<file path="src/rtl/core/evu_pkg.sv">
package evu_pkg;

    localparam int XW = 63;                          // Q1.62 mantissa
    localparam int LW = 56;                          // log2 fraction bits
    localparam int PW = 6;                           // exponent index
    localparam int QW = 62;                          // dividend / quotient width
    localparam int RMW = 32;                         // divider remainder
    localparam int SW = 48;                          // sample width
    localparam int NSQ = 56;                         // squaring cells
    localparam logic [63:0] LN2_Q64 = 64'hB17217F7D1CF79AB;

    localparam logic [2:0] ADDR_RATE = 3'd0;

    typedef struct packed {
        logic          valid;
        logic          last;
        logic [PW-1:0] p;
        logic [XW-1:0] x;
        logic [LW-1:0] l;
    } t_lg;

    typedef struct packed {
        logic           valid;
        logic           last;
        logic [QW-1:0]  w;
        logic [RMW-1:0] rem;
    } t_dv;

endpackage

</file>
<file path="src/rtl/core/evu_div_cell.sv">
// One restoring division step: shift in a dividend bit, subtract if it fits.
module evu_div_cell (
    input  logic          i_clk,
    input  logic          i_rst_n,
    input  logic          i_en,
    input  logic [31:0]   i_rate,
    input  evu_pkg::t_dv  i_d,
    output evu_pkg::t_dv  o_d
);

    evu_pkg::t_dv r_out;
    logic [32:0]  trial;
    logic [33:0]  diff;
    logic         ge;

    always_comb begin
        trial = {i_d.rem, i_d.w[evu_pkg::QW-1]};
        diff  = {1'b0, trial} - {2'b00, i_rate};
        ge    = ~diff[33];
    end

    always_ff @(posedge i_clk) begin
        if (!i_rst_n) begin
            r_out.valid <= 1'b0;
        end else if (i_en) begin
            r_out.valid <= i_d.valid;
        end
    end

    always_ff @(posedge i_clk) begin
        if (i_en) begin
            r_out.last <= i_d.last;
            r_out.w    <= {i_d.w[evu_pkg::QW-2:0], ge};
            r_out.rem  <= ge ? diff[31:0] : trial[31:0];
        end
    end

    assign o_d = r_out;

endmodule

</file>
<file path="config.mk">
export PLATFORM = sky130hd
export DESIGN_NAME = evu_div_cell
export DESIGN_NICKNAME = d
export VERILOG_FILES = /design/src/rtl/core/evu_pkg.sv /design/src/rtl/core/evu_div_cell.sv
export SDC_FILE = /design/constraint.sdc
export NUM_CORES = 1
export LEC_CHECK = 0
export BUFFER_PORTS_ARGS = -buffer_cell sky130_fd_sc_hd__buf_2
export CAP_MARGIN = 20
export CORE_MARGIN = 4
export CORE_UTILIZATION = 35
export DETAILED_ROUTE_END_ITERATION = 8
export SLEW_MARGIN = 20
export SYNTH_ARGS = -nofsm -noshare
export SYNTH_HDL_FRONTEND = slang
export SYNTH_SLANG_ARGS = --single-unit
export TNS_END_PERCENT = 50
</file>
<file path="constraint.sdc">
create_clock -name i_clk -period 3.3 [get_ports i_clk]
set_input_delay 0.66 -clock i_clk [delete_from_list [all_inputs] [get_ports i_clk]]
set_output_delay 0.66 -clock i_clk [all_outputs]
set_load 0.02 [all_outputs]
</file>
=== Word-level counts from Yosys, hierarchy flattened ===
Cells that the tools add are included.

* ROM bits: 0
* Word-level logic and storage cells: 7
* Bits in latches: 0
* Memories: 0
* Output and inout bits: 96
* Memory bits (writable): 0
* Bits in registers: 96
* Input bits: 131

* Bitwise gates (word level): 1
* Add/sub/neg operators: 1
* Multiplexer cells: 1
* Equal/unequal tests: 0
* Divide/modulo/power cells: 0
* Multiply operators: 0
* Shift operators: 0
* Reductions and logical operators: 0
* Magnitude comparators: 0

{| class="wikitable"
|+ Operator list
! operator !! count
|-
| $sub 33x32->34 || 1
|-
| $mux 32 || 1
|-
| $not 1->1 || 1
|}

=== Longest topological paths before layout ===
Gate-level depths: netlist of run 1.

* Depth in word-level cells: 2
* Depth in mapped cells: 12
* Gate-level depth less buffers: 12

=== Worst setup path before layout of run 1 ===
No wires, ideal clock.

* Path kind: input -> register
* Start: input port i_d[93] in the netlist's numbering
* End: register r_out (netlist bit o_d[26]) (data pin)
* Setup slack: -0.026 ns
* Stages on the path: 12
* Required time: 3.040 ns
* Data arrival time: 3.066 ns
* Cells stage by stage: inv_1 ha_1 inv_1 fa_1 a211oi_1 o211a_1 o31ai_2 a221o_1 a2111oi_4 o21bai_2 xor2_1 mux2_4

* Cells in the longest elaborated chain, start to end: 2

{| class="wikitable"
|+ Ends and longest elaborated chain
! what !! line !! source
|-
| from (decl) || evu_div_cell.sv:7 || <nowiki>input evu_pkg::t_dv i_d,</nowiki>
|-
| $sub 33x32->34 || evu_div_cell.sv:18 || <nowiki>diff = {1'b0, trial} - {2'b00, i_rate};</nowiki>
|-
| $mux 32 || evu_div_cell.sv:34 || <nowiki>r_out.rem <= ge ? diff[31:0] : trial[31:0];</nowiki>
|-
| to (decl) || evu_div_cell.sv:11 || <nowiki>evu_pkg::t_dv r_out;</nowiki>
|}

No other way between the ends.
A chain may end at the register's enable or synchronous reset.

=== Worst setup path after layout of run 1 ===
Same ends and word-level chain as after synthesis.

==> results.py, run 1 <==
metrics = {
    "status": {
        "status": "finished clean",
    },
    "synthesis": {
        "synth.distinct_cells": 59,
        "synthArstFlopShare": 0,
        "dominantRegCellSynth": "edfxtp_1",
        "syn_area_um2": 5199,
        "synth_top_area_frac": 0.5487,
        "synthTopCellsByArea": "edfxtp_1 55%, ha_1 7.7%, mux2_1 5.6%",
        "synth_cells": 417,
        "syn-num-nets": 581,
        "yosysWarnings": 0,
        "synth_top_cell_by_area": "edfxtp_1",
        "synth_edf_count": 95,
        "synth-seq-cells": 96,
        "syn_area_per_cell_um2": 12.47,
        "ys_seq_area_frac": 0.5526,
    },
    "global_route": {
        "top_usage_layer": "met2",
        "grt_pass1_wl_mm": 21.62,
        "grt_pass1_vias": 4329,
        "grt.met3_usage": 0.05117,
        "grt_max_degree": 66,
        "met1_usage": 0.1969,
        "antenna_found_initial": 0,
        "gr-usage-met2": 0.2884,
        "track_usage": 0.1654,
        "overflow": 0,
    },
    "timing": {
        "hold_viol": 0,
        "clock.fmax_ghz": 0.3158,
        "rsz0062_at_grt": "false",
        "setup_viol": 0,
        "period_share": 0.9595,
        "clock_skew_ns": 0,
        "slew_viol_final": 0,
        "worstMarginPinSlew_ns": 0.5120,
        "min_period_ns": 3.166,
        "maxSlewHeadroom": 0.6551,
    },
    "final_layout": {
        "drive_gt1_frac": 0.4225,
        "syn_to_final_growth_pct": 36.58,
        "n_antenna_cell": 0,
        "fin_cells": 868,
        "nNetsFinal": 843,
        "largest_reg_flops": 96,
    },
    "cts": {
        "clk_latency_ns": 0.34,
        "clkTransAtPathRegs_ns": 0.08,
        "cts_buffers": 9,
        "clockBufferDepth": 2,
        "h-tree-depth": 3,
        "clock-sinks": 96,
        "root_buffer": "clkbuf_16",
        "cts_tree": "built",
    },
    "detailed_routing": {
        "drt_iter0_drc": 284,
        "routed_wl_mm": 14.60,
        "via_count": 4245,
        "wl_per_cell_um": 16.81,
        "drtPass1Iterations": 4,
        "ant_nets": 0,
        "via_per_inst": 4.891,
        "route.detailed.drc": 0,
    },
    "flow_run": {
        "maxCapViolations": 0,
    },
    "min_path": {
        "min_to": "o_d[69]",
        "worstHoldPathCells": 1,
        "min_from": "i_d[68]",
        "hp-class": "primary input to register",
    },
    "place": {
        "gp_congestion": 0.8633,
        "placedCellCount": 852,
        "hpwl_mm": 11.77,
        "port_buffers": 226,
    },
    "power": {
        "power_density_nw_per_um2": 505.4,
        "peakVddDrop_mv": 0.2231,
        "fin_total_pwr_mw": 3.589,
        "p_leak_nw": 3.256,
    },
    "worst_setup_path": {
        "cp-end-kind": "register",
        "worstSetupStartpointType": "primary input",
        "reg2regPathDepth": 2,
        "cp_max_fo": 3,
        "required_ns": 3.41,
        "crit_type": "primary input to register",
        "worstPathArrival_ns": 3.27,
        "r2r-end": "o_d[95]",
        "r2r_slack_ns": 2.71,
        "timing.rr.start": "o_d[95]",
    },
    "floorplan": {
        "die_y_um": 129.9,
        "core_um2": 14530,
        "num_rows": 44,
        "initial_utilization": 0.3577,
        "fp.dieW_um": 129.9,
        "io_pins": 227,
        "die-area_um2": 16870,
    },
}
kinds of logic (layout without fill, tap and decap cells):
group / count (synthesis) / count (layout) / synth area share
xor gates and xnor gates: 24 / 24 / 0.04043
adders and majority gates: 33 / 33 / 0.08087
and+or+nand+nor: 85 / 85 / 0.07990
AOI/OAI and AO/OA: 99 / 99 / 0.1372
buffers and inverters: 47 / 314 / 0.03803
muxes: 33 / 33 / 0.07100
DFF: 96 / 96 / 0.5526
Yosys cell counts (5+ instances only):
cell / n
ha_1: 32
nor2b_1: 5
mux2_1: 26
mux2i_1: 5
a21o_1: 9
nor2_1: 15
inv_1: 40
nand3_1: 5
xor2_1: 9
o21bai_1: 5
xnor2_1: 15
and3_1: 10
nor3_1: 7
o21ai_0: 11
edfxtp_1: 95
a21oi_1: 27
nand2_1: 26
layout by cell type, fill, tap and decap left out, types with 7 or more instances in the layout:
master       n
mux2_1      26
nand2_1     26
ha_1        31
clkbuf_16    9
inv_1       40
buf_4       31
nor2_1      15
a21oi_1     27
o21ai_0     11
nor3_1       7
buf_2      225
and3_1      10
edfxtp_1    95
xor2_1       9
xnor2_1     15
a21o_1       9
through the flow:
step | TNS [ns] | util | instance area [µm²] | worst slack (ns) | hold slack, ns
floorplan | 0 | - | 5204 | 0.009627 | 0.5893
global placement | -1.651 | 0.4669 | 6785 | -0.2628 | 0.5012
detailed placement | -2.456 | 0.4669 | 6785 | -0.3233 | 0.5114
CTS | 0 | 0.4882 | 7096 | 0.06234 | 0.4569
global route | 0 | 0.4886 | 7101 | 0.007075 | 0.4594
finish | 0 | 0.4886 | 7101 | 0.1336 | 0.4811
per-layer routing:
layer	routed length, µm	vias up	share of wire
met4	221	0	0.015
met5	0	-	0
met3	1370	17	0.094
met1	5884	1977	0.40
li1	-	2087	-
met2	7119	164	0.49
critical path, cell delays in order:
cell and delay (ns):
buf_2 0.09, inv_1 0.07, ha_2 0.19, inv_1 0.06, fa_2 0.34, a211oi_2 0.23, o211a_1 0.21, o31ai_2 0.09
a221o_1 0.41, a2111oi_4 0.42, o21bai_2 0.09, xor2_1 0.14, mux2_4 0.26
worst max path at each step:
stage / to / startpoint / slack (ns)
3_5_place_dp: o_d[26] / i_d[93] / -0.32
6_report: o_d[26] / i_d[93] / 0.13
3_3_place_gp: o_d[26] / i_d[93] / -0.26
2_1_floorplan: o_d[26] / i_d[93] / 0.01
4_1_cts: o_d[26] / i_d[93] / 0.06
5_1_grt: o_d[26] / i_d[93] / 0.007
power by group:
group / internal, mW / switching (mW)
clock network: 0.605 / 0.507
registers: 1.50 / 0.0357
logic: 0.401 / 0.540
what timing repair did:
action                                  CTS  global route
hold buffers                              0             0
buffers inserted                          0             0
endpoints found under the setup margin    0             4
gates resized for setup                   0             2
final cells by class:
type,instances,area (µm²)
Clock buffer,9,225.2
Clock inverter,7,85.08
Fill cell,1358,7433
Inverter,40,150.1
Multi-Input combinational cell,274,2138
Sequential cell,96,2873
Tap cell,184,230.2
Timing Repair Buffer,258,1399
No activity file was read; power rests on OpenSTA's default activity.
==> run 2: changes to the inputs <==
--- a/config.mk
+++ b/config.mk
@@ -9,7 +9,9 @@
 export CAP_MARGIN = 20
 export CORE_MARGIN = 4
 export CORE_UTILIZATION = 35
+export CTS_BUF_LIST = sky130_fd_sc_hd__clkbuf_16
 export DETAILED_ROUTE_END_ITERATION = 8
+export RECOVER_POWER = 100
 export SLEW_MARGIN = 20
 export SYNTH_ARGS = -nofsm -noshare
 export SYNTH_HDL_FRONTEND = slang
==> constraint.sdc (replaced) <==
create_clock -name i_clk -period 3.8 [get_ports i_clk]
set_input_delay 0.76 -clock i_clk [delete_from_list [all_inputs] [get_ports i_clk]]
set_output_delay 0.76 -clock i_clk [all_outputs]
set_load 0.02 [all_outputs]
==> results.py, run 2 (synthesized netlist as in run 1, its figures left out) <==
metrics = {
    "floorplan": {
        "initial_utilization": 0.3577,
        "num_rows": 44,
        "io_pins": 227,
        "die-area_um2": 16870,
        "core_um2": 14530,
        "fp.dieW_um": 129.9,
        "die_y_um": 129.9,
    },
    "global_route": {
        "overflow": 0,
        "grt_max_degree": 97,
        "track_usage": 0.1617,
        "grt_pass1_wl_mm": 21.12,
        "grt_pass1_vias": 4203,
        "antenna_found_initial": 0,
    },
    "detailed_routing": {
        "top_layer": "met4",
        "route.detailed.drc": 0,
        "via_count": 4199,
        "wl_met3_mm": 1.170,
        "routed_wl_mm": 14.52,
        "dr_wl_met2_mm": 7.252,
        "wirelength_met1_mm": 5.958,
        "via_per_inst": 4.952,
        "ant_nets": 0,
        "drt_iter0_drc": 205,
        "drtPass1Iterations": 4,
        "wl_per_cell_um": 17.12,
    },
    "final_layout": {
        "layout_common_cells": "128 x buf_2, 97 x clkbuf_1, 95 x edfxtp_1",
        "drive_gt1_frac": 0.2500,
        "finish.utilization": 0.4655,
        "final_common_cell": "buf_2",
        "n_antenna_cell": 0,
        "nNetsFinal": 823,
        "syn_to_final_growth_pct": 30.13,
        "largest_reg_flops": 96,
    },
    "cts": {
        "post_cts_resized": 0,
        "postCtsSetupBuffers": 0,
        "cts_tree": "built",
        "clock-sinks": 96,
        "clkTransAtPathRegs_ns": 0.08,
        "root_buffer": "clkbuf_16",
        "cts_buffers": 9,
        "h-tree-depth": 3,
        "clockBufferDepth": 2,
        "clk_latency_ns": 0.34,
        "postCtsHoldBufs": 0,
    },
    "timing": {
        "rsz0062_at_grt": "false",
        "hold_viol": 0,
        "setup_viol": 0,
        "slew_viol_final": 97,
        "clock_skew_ns": 0,
        "min_period_ns": 3.372,
        "worstMarginPinSlew_ns": 2.497,
        "maxSlewHeadroom": -0.6649,
        "clock.fmax_ghz": 0.2966,
        "fin_setup_tns_ns": 0,
        "fin_hold_ws_ns": 0.5523,
        "period_share": 0.8873,
    },
    "worst_setup_path": {
        "required_ns": 3.91,
        "worstSetupStartpointType": "primary input",
        "cp-end-kind": "register",
        "crit_type": "primary input to register",
        "cp_max_fo": 3,
        "reg2regPathDepth": 2,
        "worstPathArrival_ns": 3.48,
    },
    "power": {
        "p_sw_frac": 0.3082,
        "power_density_nw_per_um2": 438.4,
        "internal_power_mw": 2.052,
        "clockPowerShare": 0.292,
        "peakVddDrop_mv": 0.2021,
        "power.share.sequential": 0.452,
        "fin_total_pwr_mw": 2.966,
        "combPwrFrac": 0.256,
        "p_leak_nw": 2.866,
        "p_sw_mw": 0.9139,
    },
    "place": {
        "port_buffers": 226,
        "hpwl_mm": 11.50,
        "gp_congestion": 0.7909,
    },
    "status": {
        "status": "finished with violations",
        "violations": "capacitance limit, slew limit",
    },
    "min_path": {
        "hp-class": "register to register",
        "worstHoldPathCells": 2,
    },
    "flow_run": {
        "maxCapViolations": 1,
    },
}
-- run 2: cell type report --
class / count / area, µm²
fill: 1432 / 7769
sequential: 96 / 2873
multi-input combinational: 274 / 2120
timing repair buffer: 238 / 1112
tap: 184 / 230.2
clock buffer: 9 / 225.2
inverter: 40 / 150.1
clock inverter: 7 / 55.05
-- run 2: path summary, 6_finish.rpt --
check / to / slack [ns] / startpoint
max: o_d[26] / 0.43 / i_d[93]
min: o_d[95] / 0.55 / o_d[95]
max reg2reg: o_d[95] / 3.14 / o_d[95]
min reg2reg: o_d[95] / 0.55 / o_d[95]
-- run 2: per-layer routing --
metal	vias up	global-route usage
met5	-	0
met1	1976	0.1969
met3	14	0.04625
met4	0	0.03606
li1	2045	-
met2	164	0.2854
-- run 2: worst max-delay path: stages --
cell and delay (ns):
buf_2 0.10, inv_1 0.06, ha_1 0.16, inv_1 0.06
fa_1 0.38, a211oi_1 0.35, o211a_1 0.25, o31ai_2 0.09
a221o_1 0.39, a2111oi_4 0.36, o21bai_2 0.10, xor2_1 0.15
mux2_4 0.26
-- run 2: power by group through the flow --
stage / registers, mW / clock network [mW] / logic [mW]
global placement: 1.36 / 0 / 0.790
detailed placement: 1.36 / 0 / 0.799
finish: 1.34 / 0.865 / 0.759
global route: 1.35 / 0.936 / 0.834
CTS: 1.34 / 0.892 / 0.802
floorplan: 1.51 / 0 / 0.345
-- run 2: stage by stage --
step           cells  setup slack, ns  instance area (µm²)
4_1_cts          848           0.3934                 6910
3_5_place_dp     832          0.01890                 6630
2_1_floorplan    417           0.3738                 5199
6_report         848           0.4283                 6765
5_1_grt          848           0.2371                 6765
3_3_place_gp     832          0.06120                 6630
